<file path="src/rtl/hprp_pkg.sv">
// hprp_pkg: shared types, codes and constants for the heap profile record parser.
// No dependencies; imported by every module of the block.
package hprp_pkg;

  localparam int LENGTH_BITS = 32;
  localparam int QDEPTH      = 4;
  localparam int QPTR_W      = $clog2(QDEPTH);
  localparam int QCNT_W      = $clog2(QDEPTH + 1);

  localparam logic [3:0]  VARINT_LIMIT = 4'd10;
  localparam logic [60:0] TOP_STRINGS  = 61'd6;
  localparam logic [60:0] TOP_FUNCTION = 61'd5;
  localparam logic [60:0] TOP_LOCATION = 61'd4;
  localparam logic [60:0] TOP_SAMPLE   = 61'd2;
  localparam logic [60:0] ITEM_ID      = 61'd1;
  localparam logic [60:0] FUNC_NAME    = 61'd2;
  localparam logic [60:0] LOC_LINE     = 61'd4;
  localparam logic [60:0] LINE_FUNC    = 61'd1;
  localparam logic [60:0] SAMPLE_LOC   = 61'd1;
  localparam logic [60:0] SAMPLE_VAL   = 61'd2;

  localparam logic [2:0] WT_VARINT = 3'd0;
  localparam logic [2:0] WT_FIX64  = 3'd1;
  localparam logic [2:0] WT_LEN    = 3'd2;
  localparam logic [2:0] WT_FIX32  = 3'd5;

  typedef enum logic [2:0] {
    LV_TAG, LV_LEN, LV_SKIPVAR, LV_BYTES, LV_MSG, LV_LINE, LV_PLOC, LV_PVAL
  } nest_t;

  typedef enum logic [2:0] {
    K_SKIP, K_STRING, K_FUNC, K_LOC, K_SAMPLE
  } outer_t;

  typedef enum logic [3:0] {
    ST_TAG, ST_ID, ST_A, ST_LOC, ST_VAL, ST_VSKIP,
    ST_LLINE, ST_LPLOC, ST_LPVAL, ST_LSKIP, ST_BYTES
  } step_t;

  typedef enum logic [1:0] {
    KIND_FUNC, KIND_LOC, KIND_SAMPLE, KIND_END
  } kind_t;

  typedef struct packed {
    logic [1:0]         kind;
    logic [63:0]        key;
    logic signed [63:0] val_a;
    logic signed [63:0] val_b;
    logic               has_loc;
    logic               status;
    logic               endm;
  } rec_t;

  typedef struct packed {
    nest_t                   nest;
    outer_t                  outer;
    logic [2:0]              ifw;
    step_t                   step;
    logic [LENGTH_BITS-1:0]  msg_left;
    logic [LENGTH_BITS-1:0]  sub_left;
    logic [63:0]             skip_left;
    logic [63:0]             acc;
    logic [3:0]              vbytes;
    logic [63:0]             rid;
    logic [63:0]             va;
    logic [63:0]             vb;
    logic [2:0]              vpos;
    logic                    line_seen;
    logic                    loc_seen;
    logic [31:0]             strings;
    logic                    err;
    logic                    stopped;
  } parse_st_t;

  // front -> queue
  typedef struct packed {
    logic [1:0] n;
    rec_t       r0;
    rec_t       r1;
  } push_t;

  // queue -> front/back
  typedef struct packed {
    logic              room;
    logic              nonempty;
    logic [QCNT_W-1:0] count;
  } q_stat_t;

endpackage

</file>
<file path="src/rtl/hprp_back.sv">
// hprp_back: output register stage; drains the record queue onto the result channel.
// Depends on hprp_pkg.
module hprp_back (
  input  logic              clk,
  input  logic              rst,
  input  hprp_pkg::rec_t    head,
  input  hprp_pkg::q_stat_t q_stat,
  input  logic              out_ready,
  output logic              pop,
  output logic              out_valid,
  output hprp_pkg::rec_t    out_rec
);
  import hprp_pkg::*;

  assign pop = q_stat.nonempty && (!out_valid || out_ready);

  always_ff @(posedge clk) begin
    if (rst) begin
      out_valid <= 1'b0;
    end else if (pop) begin
      out_valid <= 1'b1;
    end else if (out_ready) begin
      out_valid <= 1'b0;
    end
  end

  always_ff @(posedge clk) begin
    if (pop) out_rec <= head;
  end

endmodule

</file>
<file path="config.mk">
export PLATFORM = sky130hd
export DESIGN_NAME = hprp_back
export DESIGN_NICKNAME = d
export VERILOG_FILES = /design/src/rtl/hprp_pkg.sv /design/src/rtl/hprp_back.sv
export SDC_FILE = /design/constraint.sdc
export NUM_CORES = 1
export LEC_CHECK = 0
export BUFFER_PORTS_ARGS = -buffer_cell sky130_fd_sc_hd__buf_2
export CAP_MARGIN = 5
export CORE_AREA = 2 2 159 161
export CTS_CLUSTER_DIAMETER = 50
export CTS_CLUSTER_SIZE = 10
export DETAILED_ROUTE_END_ITERATION = 12
export DIE_AREA = 0 0 161 163
export HOLD_SLACK_MARGIN = 0.12
export PLACE_DENSITY = 0.62
export SLEW_MARGIN = 40
export SYNTH_ARGS = -nofsm -noshare
export SYNTH_HDL_FRONTEND = slang
export SYNTH_SLANG_ARGS = --single-unit
</file>
<file path="constraint.sdc">
create_clock -name clk -period 5.7 [get_ports clk]
set_input_delay 1.14 -clock clk [delete_from_list [all_inputs] [get_ports clk]]
set_output_delay 1.14 -clock clk [all_outputs]
set_load 0.03 [all_outputs]
</file>
==> results.ini <==
[clock_tree]
cts_tree=built
clock_latency_ns=0.42
cts.sinks=198
clockBufferDepth=2
path_clk_slew_ns=0.07
cts_inserted_buffers=17
htree_levels=4
hold_buffers=0
cts_root_buffer=clkbuf_16
postCtsSetupRepairBufs=0
cts.repair.resized=0

[worst_setup_path]
r2r-start=out_valid
start_kind=input port
critPathLaunch=out_ready
cp.arrival_ns=1.72
critical_path.endpoint_type=output pin
crit_type=in2out
path_max_fanout=2
crit_required_ns=4.56

[final_layout]
final_cell_mix=buf_2 (399), edfxtp_1 (197), clkbuf_16 (17)
stdcell_count=966
mostFrequentLayoutCell=buf_2
nets=828
synthToLayoutAreaGrowth_pct=50.9
layout-drive-gt1-share_pct=68.6

[hold_path]
min_from=out_valid
hp-class=reg2reg

[timing]
fin_crit_sh_pct=50.1
setup-tns-final_ns=0
setup_viol=0
worstMarginPinSlew_ns=0.433
max_clock_freq_ghz=0.350
period_minus_slack_ns=2.86
drv_slew=0
rsz0062_at_grt=no
fin_skew_ns=0.00948
slew_headroom_pct=71.1
hold_viol_final=0

[logic_synthesis]
yosysWarnings=0
synth_nets=407
synth_seq_cells=198
syn_area_mm2=0.00597
ys_seq_area_share_pct=99.4
synth_cells=202
synth_cell_types=6
avgSynthCellArea_um2=29.6

[placement]
dp_hpwl_mm=12.3
portBuffers=399
gp_congestion=0.763
dp_cells=934

[floorplan]
die_h_um=163
coreArea_mm2=0.0247
num_io_pins=404
start_util_pct=24.2
die_area_mm2=0.0262
rows=58
die_w_um=161

[route]
drcViolationCount=0
met1_length_mm=5.95
wl_met3_mm=1.55
vias=3633
wl_met2_mm=8.11
routed_via_density=3.76
totalWireLength_mm=15.9
wl_per_cell_um=16.4
dr.pass1.iters=4
postRouteAntennaNets=0
top_layer=met5
drtIter0Drc=196

[global_route]
antenna_found_initial=5
grt_max_degree=85
track_usage_pct=11.7
grt-ovfl-total=0
grt_pass1_vias=3751
grt_first_pass_wirelength_mm=22.2

[pwr]
leakage_uw=0.00381
irDropWorstVdd_mv=0.165
cellPowerDensity_mw_per_mm2=357

[flow_run]
max_cap_viol_count=0

[outcome]
outcome=complete, no violations

[worst max-delay path: stages]
cell	delay, ns
buf_2	0.10
nand2b_4	0.14
and2_4	0.16
buf_2	0.17
[stage by stage]
stage               worst slack [ns]  hold WS [ns]  cell area (um^2)  utilization, %  power [uW]
floorplan                       1.83         0.615              5970               -        1960
global placement                2.84         0.481              8400            34.0        2110
detailed placement              2.84         0.497              8460            34.3        2130
CTS                             2.84         0.510              9000            36.5        3270
global route                    2.83         0.527              9000            36.5        3340
finish                          2.84         0.513              9010            36.5        3210
[state kept, by name, summed over array words and instances, names as in the netlist]
signal / flops
out_valid: 1
out_rec: 197
[cell usage after synthesis]
cell type	n	area share (%)
inv_1	1	0.063
and2_4	1	0.15
nand2b_4	1	0.23
edfxtp_1	197	99
dfxtp_1	1	0.34
a21oi_2	1	0.15
[logic make-up (layout without fill, tap and decap cells)]
family / after synthesis / in the layout / synth area share [%]
and+or+nand+nor: 2 / 2 / 0.377
AOI/OAI and AO/OA: 1 / 1 / 0.147
other: 0 / 3 / 0
DFF: 198 / 198 / 99.4
buffers and inverters: 1 / 432 / 0.0628
[worst paths after layout]
kind | to | slack, ns | cells after the start
worst max-delay path | pop | 2.84 | 4
worst min-delay path | out_valid | 0.51 | 2
worst min register to register | out_valid | 0.51 | 2
worst max register to register | out_rec[38] | 4.09 | 4
[power by group]
part | switching (uW) | internal [uW] | total [uW]
clock network | 552 | 572 | 1120
logic | 258 | 109 | 366
registers | 20.2 | 1700 | 1720
[layout make-up]
type                            count  area, um^2
Fill cell                        2413       15700
Sequential cell                   198        5940
Timing Repair Buffer              402        2070
Clock buffer                       17         425
Tap cell                          330         413
Clock inverter                     12         120
Multi-Input combinational cell      3        31.3
Antenna cell                        3        7.51
Inverter                            1        3.75
[layer usage]
| layer | track usage, % | up-vias |
|---|---|---|
| li1 | - | 1663 |
| met1 | 12.8 | 1715 |
| met2 | 19.9 | 240 |
| met3 | 5.37 | 13 |
| met4 | 4.42 | 2 |
| met5 | 0 | - |
Power figures use the tool's default switching activity.
