==> src/rtl/hprp_pkg.sv <==
// hprp_pkg: shared types, codes and constants for the heap profile record parser.
// No dependencies; imported by every module of the block.
package hprp_pkg;

  localparam int LENGTH_BITS = 32;
  localparam int QDEPTH      = 4;
  localparam int QPTR_W      = $clog2(QDEPTH);
  localparam int QCNT_W      = $clog2(QDEPTH + 1);

  localparam logic [3:0]  VARINT_LIMIT = 4'd10;
  localparam logic [60:0] TOP_STRINGS  = 61'd6;
  localparam logic [60:0] TOP_FUNCTION = 61'd5;
  localparam logic [60:0] TOP_LOCATION = 61'd4;
  localparam logic [60:0] TOP_SAMPLE   = 61'd2;
  localparam logic [60:0] ITEM_ID      = 61'd1;
  localparam logic [60:0] FUNC_NAME    = 61'd2;
  localparam logic [60:0] LOC_LINE     = 61'd4;
  localparam logic [60:0] LINE_FUNC    = 61'd1;
  localparam logic [60:0] SAMPLE_LOC   = 61'd1;
  localparam logic [60:0] SAMPLE_VAL   = 61'd2;

  localparam logic [2:0] WT_VARINT = 3'd0;
  localparam logic [2:0] WT_FIX64  = 3'd1;
  localparam logic [2:0] WT_LEN    = 3'd2;
  localparam logic [2:0] WT_FIX32  = 3'd5;

  typedef enum logic [2:0] {
    LV_TAG, LV_LEN, LV_SKIPVAR, LV_BYTES, LV_MSG, LV_LINE, LV_PLOC, LV_PVAL
  } nest_t;

  typedef enum logic [2:0] {
    K_SKIP, K_STRING, K_FUNC, K_LOC, K_SAMPLE
  } outer_t;

  typedef enum logic [3:0] {
    ST_TAG, ST_ID, ST_A, ST_LOC, ST_VAL, ST_VSKIP,
    ST_LLINE, ST_LPLOC, ST_LPVAL, ST_LSKIP, ST_BYTES
  } step_t;

  typedef enum logic [1:0] {
    KIND_FUNC, KIND_LOC, KIND_SAMPLE, KIND_END
  } kind_t;

  typedef struct packed {
    logic [1:0]         kind;
    logic [63:0]        key;
    logic signed [63:0] val_a;
    logic signed [63:0] val_b;
    logic               has_loc;
    logic               status;
    logic               endm;
  } rec_t;

  typedef struct packed {
    nest_t                   nest;
    outer_t                  outer;
    logic [2:0]              ifw;
    step_t                   step;
    logic [LENGTH_BITS-1:0]  msg_left;
    logic [LENGTH_BITS-1:0]  sub_left;
    logic [63:0]             skip_left;
    logic [63:0]             acc;
    logic [3:0]              vbytes;
    logic [63:0]             rid;
    logic [63:0]             va;
    logic [63:0]             vb;
    logic [2:0]              vpos;
    logic                    line_seen;
    logic                    loc_seen;
    logic [31:0]             strings;
    logic                    err;
    logic                    stopped;
  } parse_st_t;

  // front -> queue
  typedef struct packed {
    logic [1:0] n;
    rec_t       r0;
    rec_t       r1;
  } push_t;

  // queue -> front/back
  typedef struct packed {
    logic              room;
    logic              nonempty;
    logic [QCNT_W-1:0] count;
  } q_stat_t;

endpackage

==> src/rtl/hprp_queue.sv <==
// hprp_queue: short record queue between parser front and output stage.
// Takes up to two records per cycle, gives one. Depends on hprp_pkg.
module hprp_queue (
  input  logic              clk,
  input  logic              rst,
  input  hprp_pkg::push_t   push,
  input  logic              pop,
  output hprp_pkg::rec_t    head,
  output hprp_pkg::q_stat_t q_stat
);
  import hprp_pkg::*;

  rec_t              mem [QDEPTH];
  logic [QPTR_W-1:0] wr_ptr, rd_ptr;
  logic [QCNT_W-1:0] count;

  assign head            = mem[rd_ptr];
  assign q_stat.count    = count;
  assign q_stat.nonempty = (count != '0);
  assign q_stat.room     = (count <= QCNT_W'(QDEPTH - 2));

  always_ff @(posedge clk) begin
    if (push.n != 2'd0) mem[wr_ptr] <= push.r0;
    if (push.n == 2'd2) mem[wr_ptr + QPTR_W'(1)] <= push.r1;
  end

  always_ff @(posedge clk) begin
    if (rst) begin
      wr_ptr <= '0;
      rd_ptr <= '0;
      count  <= '0;
    end else begin
      wr_ptr <= wr_ptr + QPTR_W'(push.n);
      if (pop) rd_ptr <= rd_ptr + QPTR_W'(1);
      count <= count + QCNT_W'(push.n) - QCNT_W'(pop);
    end
  end

endmodule

==> config.mk <==
export PLATFORM = sky130hd
export DESIGN_NAME = hprp_queue
export DESIGN_NICKNAME = d
export VERILOG_FILES = /design/src/rtl/hprp_pkg.sv /design/src/rtl/hprp_queue.sv
export SDC_FILE = /design/constraint.sdc
export NUM_CORES = 1
export LEC_CHECK = 0
export ABC_AREA = 1
export BUFFER_PORTS_ARGS = -buffer_cell sky130_fd_sc_hd__buf_2
export CORE_MARGIN = 5
export CORE_UTILIZATION = 40
export DETAILED_ROUTE_END_ITERATION = 6
export PLACE_DENSITY = 0.69
export SLEW_MARGIN = 20
export SYNTH_ARGS = -nofsm -noshare
export SYNTH_HDL_FRONTEND = slang
export SYNTH_SLANG_ARGS = --single-unit
export TNS_END_PERCENT = 1
==> constraint.sdc <==
create_clock -name clk -period 14.6 [get_ports clk]
set_input_delay 0.73 -clock clk [delete_from_list [all_inputs] [get_ports clk]]
set_output_delay 0.73 -clock clk [all_outputs]
set_load 0.05 [all_outputs]
==> qor.json, run 1 <==
{
  "status": {
    "status": "finished, final reports clean"
  },
  "power": {
    "powerDensity_nw_per_um2": 133.9,
    "static_leakage_nw": 20.30,
    "vdd_ir_drop_max_mv": 0.08739
  },
  "yosys": {
    "syn-num-nets": 4718,
    "netlist-cell-type-count": 20,
    "yosys_warnings": 0,
    "ys_seq_elements": 797,
    "seq_area_frac_synth": 0.6003,
    "yosysTopAreaCellShare": 0.5957,
    "post-synth-top-area-cell": "edfxtp_1",
    "synth.cell_area_um2": 39720,
    "ys_top_cells_by_area": "edfxtp_1 (60%), nand2_1 (11%), o21ai_1 (6.6%), o21ai_0 (5.8%), inv_1 (5.7%)",
    "synthCells": 4314,
    "postSynthAreaPerCell_um2": 9.207
  },
  "clocking": {
    "clkSlewWorstSetupHoldPaths_ns": 0.06,
    "clock_tree.htree_level_count": 3,
    "cts_hold_repair.buffers": 0,
    "cts_post_setup_buffers_inserted": 0,
    "numCtsBuffers": 89,
    "cts-root-to-sink-buffers": 3,
    "cts.sinks": 797,
    "tritoncts": "done",
    "insertion_delay_ns": 0.65,
    "cts_resized": 0,
    "ctsRootBufferMaster": "clkbuf_16"
  },
  "route": {
    "drt.antenna.violating_nets": 0,
    "number_of_iterations_in_the_first_detailed_routing_pass": 5,
    "drt_first_iter_violations": 2365,
    "detail_route.drc_violations": 0,
    "vias": 31410,
    "detail_route.vias_per_cell": 5.124,
    "route.detailed.wl_per_inst_um": 17.63,
    "routed_wirelength_um": 108100
  },
  "placed_design": {
    "dpl.cell_count": 5931,
    "placement.setup.worst_slack_ns": 9.958,
    "place_hpwl_um": 66850,
    "routabilityCongestion": 0.8333,
    "port_buffers": 600
  },
  "global_routing": {
    "overflow": 0,
    "grt.total_usage": 0.1967,
    "first_global_vias": 29840,
    "antenna_found_initial": 34,
    "grt_start_max_net_pins": 244,
    "grt_pass1_wl_um": 166000
  },
  "worst_setup_path": {
    "crit_path_end_kind": "output pin",
    "source_of_the_worst_register_to_register_timing_path": "wr_ptr[1]$_SDFF_PP0_",
    "critPathMaxFanout": 105,
    "timing.reg2reg.setup_slack_ns": 10.56,
    "worstRegToRegCells": 5,
    "criticalPathCategory": "reg2out",
    "rr_endpoint": "mem[1][97]$_DFFE_PP_",
    "required_ns": 13.87,
    "worst_setup_path_endpoint": "head[116]",
    "worst_ep_arrival_time_ns": 4.63,
    "timing.critical_path.from_type": "register"
  },
  "floorplan": {
    "dieArea_um2": 105700,
    "core-area_um2": 98420,
    "floorplan.initialDensity": 0.4036,
    "placementRows": 115,
    "die_x_um": 325.1,
    "ios": 601,
    "chipHeight_um": 325.1
  },
  "cells_and_area": {
    "num-fill-cells": 9172,
    "finalNonFillerCells": 6130,
    "layout-area-overhead-vs-synth_pct": 16.12,
    "drive_above_1_share": 0.1609,
    "multi_input_comb_area_um2": 12140,
    "utilization": 0.4686,
    "layout.area.seq_um2": 23850,
    "design.final.nets": 5139
  },
  "flow_run": {
    "max-cap-violations": 0
  },
  "timing": {
    "timing.fmax_ghz": 0.1864,
    "finalHoldWorstSlack_ns": 0.2805,
    "grt_setup_unrepaired": "false",
    "finalHoldViolCount": 0,
    "fin_skew_ns": 0.01738,
    "setup_violations": 0,
    "slew_at_the_pin_closest_to_its_max_slew_limit_ns": 1.219,
    "final.period_utilization": 0.3674,
    "finalCriticalPeriod_ns": 5.365,
    "finalWorstSetupSlack_ns": 9.235,
    "worst_relative_slew_slack": 0.1872,
    "fin_tns_setup_ns": 0,
    "timing.final.max_slew_violations": 0
  },
  "worst_hold_path": {
    "min_path_type": "in2reg"
  }
}
state kept, by name, indices dropped and copies added, names as in the netlist, named ones only:
name / count
wr_ptr: 2
count: 3
mem: 788
rd_ptr: 2
worst max-delay path, cell delays in order (launching register included):
cell	delay (ns)
dfxtp_4	0.87
buf_4	0.87
buf_4	0.72
buf_4	0.69
o211ai_1	0.20
nand2_1	0.15
buf_2	0.27
kinds of logic (layout without fill, tap and decap cells):
kind of cell    count (synthesis)  in the layout  synth area share
fa+ha+maj                       5              5          0.001764
simple gates                 1214           1214            0.1153
buf+inv                       911           1408           0.09551
flops                         797            797            0.6003
other cells                     0             32                 0
compound gates               1387           1387            0.1872
synthesized netlist by cell type:
cell type,count
nand4_2,1
nand2_1,1200
edfxtp_1,788
ha_1,4
dfxtp_1,9
inv_2,3
nor2_1,8
buf_4,23
buf_1,25
o21ai_1,526
o21ai_0,461
o211ai_1,197
fa_1,1
clkbuf_1,80
nor2_4,1
buf_2,164
inv_1,605
buf_6,11
nand3_1,4
a21oi_1,203
metal layers:
layer / vias to the layer above / part of all wire / GRT usage / wire length, um
li1: 15480 / - / - / -
met1: 14740 / 0.39 / 0.2348 / 41950
met2: 1000 / 0.52 / 0.3506 / 55760
met3: 178 / 0.057 / 0.02895 / 6208
met4: 10 / 0.038 / 0.09157 / 4061
met5: - / 0.00062 / 0 / 67
power by group:
| part | switching (W) | internal, W |
|---|---|---|
| combinational | 0.000902 | 0.000272 |
| sequential | 0.0000524 | 0.00277 |
| clock | 0.000923 | 0.00125 |
stage by stage:
stage / instance area, um2 / total power, W
final: 46120 / 0.006178
after floorplan: 39720 / 0.003732
after global placement: 43230 / 0.004031
after detailed placement: 43230 / 0.004058
after CTS: 46040 / 0.006234
after global routing: 46100 / 0.006443
cells in the final DEF (no fill, tap or decap):
master	n
inv_1	605
inv_6	3
dfxtp_4	2
nand2_1	1193
buf_12	7
o21ai_1	526
buf_2	600
buf_4	26
o211ai_1	197
diode_2	32
clkinv_2	19
a21oi_1	203
clkbuf_8	2
nor2_1	8
clkbuf_16	90
bufinv_16	6
clkinv_1	20
o21ai_0	461
clkbuf_1	20
ha_1	4
nand2_4	7
nor2_4	1
dfxtp_1	7
inv_2	3
inv_8	1
fa_1	1
nand3_1	4
nand4_4	1
clkinv_4	3
clkinv_8	3
edfxtp_1	788
cell type report:
| class | instances | share of cell area |
|---|---|---|
| Antenna cell | 32 | 0.001736 |
| Tap cell | 1287 | 0.03491 |
| Sequential cell | 797 | 0.5171 |
| Clock buffer | 112 | 0.05105 |
| Clock inverter | 55 | 0.01004 |
| Timing Repair Buffer | 633 | 0.07238 |
| Multi-Input combinational cell | 2606 | 0.2633 |
| Inverter | 608 | 0.04948 |
worst min-delay path by stage:
stage / start / end / slack (ns) / depth (start not counted)
floorplan: rd_ptr[1]$_SDFFE_PP0P_ / register / 0.44 / 2
global route: rst / count[1]$_SDFF_PP0_ / 0.26 / 2
global placement: rd_ptr[1]$_SDFFE_PP0P_ / register / 0.44 / 2
CTS: rst / wr_ptr[0]$_SDFF_PP0_ / 0.21 / 2
finish: rst / wr_ptr[0]$_SDFF_PP0_ / 0.28 / 2
detailed placement: rd_ptr[1]$_SDFFE_PP0P_ / register / 0.46 / 2
Note: power is estimated with default switching activity, not from simulation.
==> inputs of run 2 (changes only) <==
Clock period 14.6 ns to 5.45 ns, I/O delays scaled along.
==> run 2 against run 1 <==
Die area stayed put. Non-clock buffer count is 518 higher. Flip-flop and latch count stayed put.
==> qor.json, run 2 (synthesis results as in run 1) <==
{
  "clocking": {
    "insertion_delay_ns": 0.64,
    "numCtsBuffers": 87,
    "ctsRootBufferMaster": "clkbuf_16",
    "cts-root-to-sink-buffers": 3,
    "clock_tree.htree_level_count": 3,
    "cts_post_setup_buffers_inserted": 0,
    "tritoncts": "done",
    "clkSlewWorstSetupHoldPaths_ns": 0.06,
    "cts_resized": 0,
    "cts.sinks": 797
  },
  "worst_setup_path": {
    "max_stage_delay_cell_worst_path": "buf_4",
    "required_ns": 5.84,
    "path_cells": "nor2_1, nand2_4, buf_4, buf_4, o21ai_1, dlygate4sd3_1",
    "source_of_the_worst_register_to_register_timing_path": "wr_ptr[1]$_SDFF_PP0_",
    "critPathMaxFanout": 90,
    "worst_ep_arrival_time_ns": 4.21,
    "rr_endpoint": "mem[2][46]$_DFFE_PP_",
    "cp_top_family": "buffers and inverters",
    "cpPeakStageDelay_ns": 0.86,
    "crit_path_end_kind": "register",
    "critPathBufInv": 3,
    "timing.reg2reg.setup_slack_ns": 1.63,
    "timing.critical_path.from_type": "register",
    "criticalPathCategory": "reg2reg",
    "worstRegToRegCells": 6,
    "timing.critical_path.from": "wr_ptr[1]$_SDFF_PP0_",
    "worst_path_most_repeated_cell": "buf_4"
  },
  "global_routing": {
    "globalRouteMet2Util": 0.3783,
    "grt.total_usage": 0.2146,
    "grt_use_met1": 0.2485,
    "grt-busiest-layer": "met2",
    "gr-usage-met3": 0.03077,
    "grt_start_max_net_pins": 198,
    "overflow": 0,
    "grt_pass1_wl_um": 183100,
    "antenna_found_initial": 19,
    "first_global_vias": 33840
  },
  "cells_and_area": {
    "utilization": 0.5201,
    "finalNonFillerCells": 6626,
    "mostFrequentLayoutCell": "nand2_1",
    "reg.largest.list": "mem: 788 flops, count: 3 flops",
    "layout.area.seq_um2": 23850,
    "layout_common_cells": "nand2_1 (1,193), edfxtp_1 (788), inv_1 (605), buf_2 (600), o21ai_1 (526)",
    "multi_input_comb_area_um2": 12150,
    "num-fill-cells": 8539,
    "design.final.nets": 5655,
    "regMostFlops": "mem",
    "largest_register_ffs": 788,
    "layout-area-overhead-vs-synth_pct": 28.86,
    "drive_above_1_share": 0.1477
  },
  "power": {
    "switching_share": 0.3049,
    "static_leakage_nw": 22.42,
    "powerDensity_nw_per_um2": 326.7,
    "power.share.clock": 0.333,
    "share_seq_of_total_power": 0.452,
    "switchingPower_w": 0.005099,
    "pwr-share-comb": 0.215,
    "vdd_ir_drop_max_mv": 0.2002,
    "power.internal_w": 0.01163
  },
  "flow_run": {
    "max-cap-violations": 0
  },
  "worst_hold_path": {
    "whs_endpoint": "mem[1][65]$_DFFE_PP_",
    "min_path_type": "in2reg",
    "instance_count_along_the_most_critical_hold_path": 3,
    "worst_hold_startpoint": "push[65]"
  },
  "route": {
    "vias": 34380,
    "routed_wirelength_um": 117400,
    "detail_route.drc_violations": 0,
    "detail_route.vias_per_cell": 5.189,
    "route.detailed.wl_per_inst_um": 17.72,
    "number_of_iterations_in_the_first_detailed_routing_pass": 7,
    "drt.antenna.violating_nets": 0,
    "drt_first_iter_violations": 2796
  },
  "timing": {
    "finalCriticalPeriod_ns": 3.819,
    "slew_at_the_pin_closest_to_its_max_slew_limit_ns": 1.285,
    "timing.fmax_ghz": 0.2618,
    "grt_setup_unrepaired": "false",
    "fin_skew_ns": 0.01431,
    "finalHoldWorstSlack_ns": 0.05065,
    "timing.final.max_slew_violations": 0,
    "finalWorstSetupSlack_ns": 1.631,
    "final.period_utilization": 0.7008,
    "setup_violations": 0,
    "worst_relative_slew_slack": 0.1434,
    "finalHoldViolCount": 0
  },
  "placed_design": {
    "routabilityCongestion": 0.8292,
    "port_buffers": 600,
    "place_hpwl_um": 69450,
    "dpl.cell_count": 5957,
    "placement.setup.worst_slack_ns": 2.260
  },
  "floorplan": {
    "chipHeight_um": 325.1,
    "placementRows": 115,
    "floorplan.initialDensity": 0.4036,
    "die_x_um": 325.1,
    "core-area_um2": 98420,
    "dieArea_um2": 105700,
    "ios": 601
  },
  "status": {
    "status": "finished, final reports clean"
  }
}
==> run 2: cell count changes in the layout (fill, tap and decap cells not counted), sizes merged <==
cell	before	now
bufinv	6	4
clkbuf	112	111
inv	612	608
clkinvlp	0	6
clkinv	45	33
diode	32	23
dlygate4sd3	0	491
buf	633	660
==> run 2: layout make-up <==
cell class,count,share of cell area
Inverter,608,0.04459
Timing Repair Buffer,1151,0.1683
Tap cell,1287,0.03146
Sequential cell,797,0.4660
Clock buffer,111,0.04513
Antenna cell,23,0.001124
Clock inverter,43,0.006013
Multi-Input combinational cell,2606,0.2374
==> run 2: worst max-delay path by stage <==
stage / to / slack, ns / depth (start not counted)
after floorplan: mem[3][0]$_DFFE_PP_ / -0.22 / 4
after global placement: mem[2][58]$_DFFE_PP_ / 2.33 / 5
after detailed placement: mem[2][63]$_DFFE_PP_ / 2.26 / 5
after CTS: mem[2][55]$_DFFE_PP_ / 1.74 / 6
after global routing: mem[2][47]$_DFFE_PP_ / 1.42 / 6
final: mem[2][46]$_DFFE_PP_ / 1.63 / 6
==> run 2: what timing repair did <==
item / in CTS / in global routing
hold buffers: 491 / 0
hold endpoints to repair: 796 / 0
endpoints found under the setup margin: 0 / 0
==> run 2: power groups by stage <==
stage	registers, W	logic [W]	clock network (W)
after global placement	0.00768	0.00319	0
final	0.00756	0.00360	0.00556
after detailed placement	0.00770	0.00325	0
after floorplan	0.00777	0.00221	0
after CTS	0.00757	0.00358	0.00565
after global routing	0.00761	0.00388	0.00590
==> run 2: routing by layer <==
metal  part of all wire  vias to the layer above
met5                  0                        -
met3              0.064                      380
li1                   -                    16490
met1               0.37                    16010
met4              0.065                        0
met2               0.50                     1496
==> run 2: worst register-to-register path, cell delays in order (launching register included) <==
cell and delay, ns:
dfxtp_1 0.46, nor2_1 0.14, nand2_4 0.48, buf_4 0.87, buf_4 0.88, o21ai_1 0.15, dlygate4sd3_1 0.58
==> run 2: per-stage QoR <==
stage	cell area [um2]	setup TNS [ns]	total power (W)
4_1_cts	51100	0	0.01680
2_1_floorplan	39720	-95.57	0.009982
3_5_place_dp	43570	0	0.01095
3_3_place_gp	43570	0	0.01088
6_report	51180	0	0.01672
5_1_grt	51170	0	0.01739
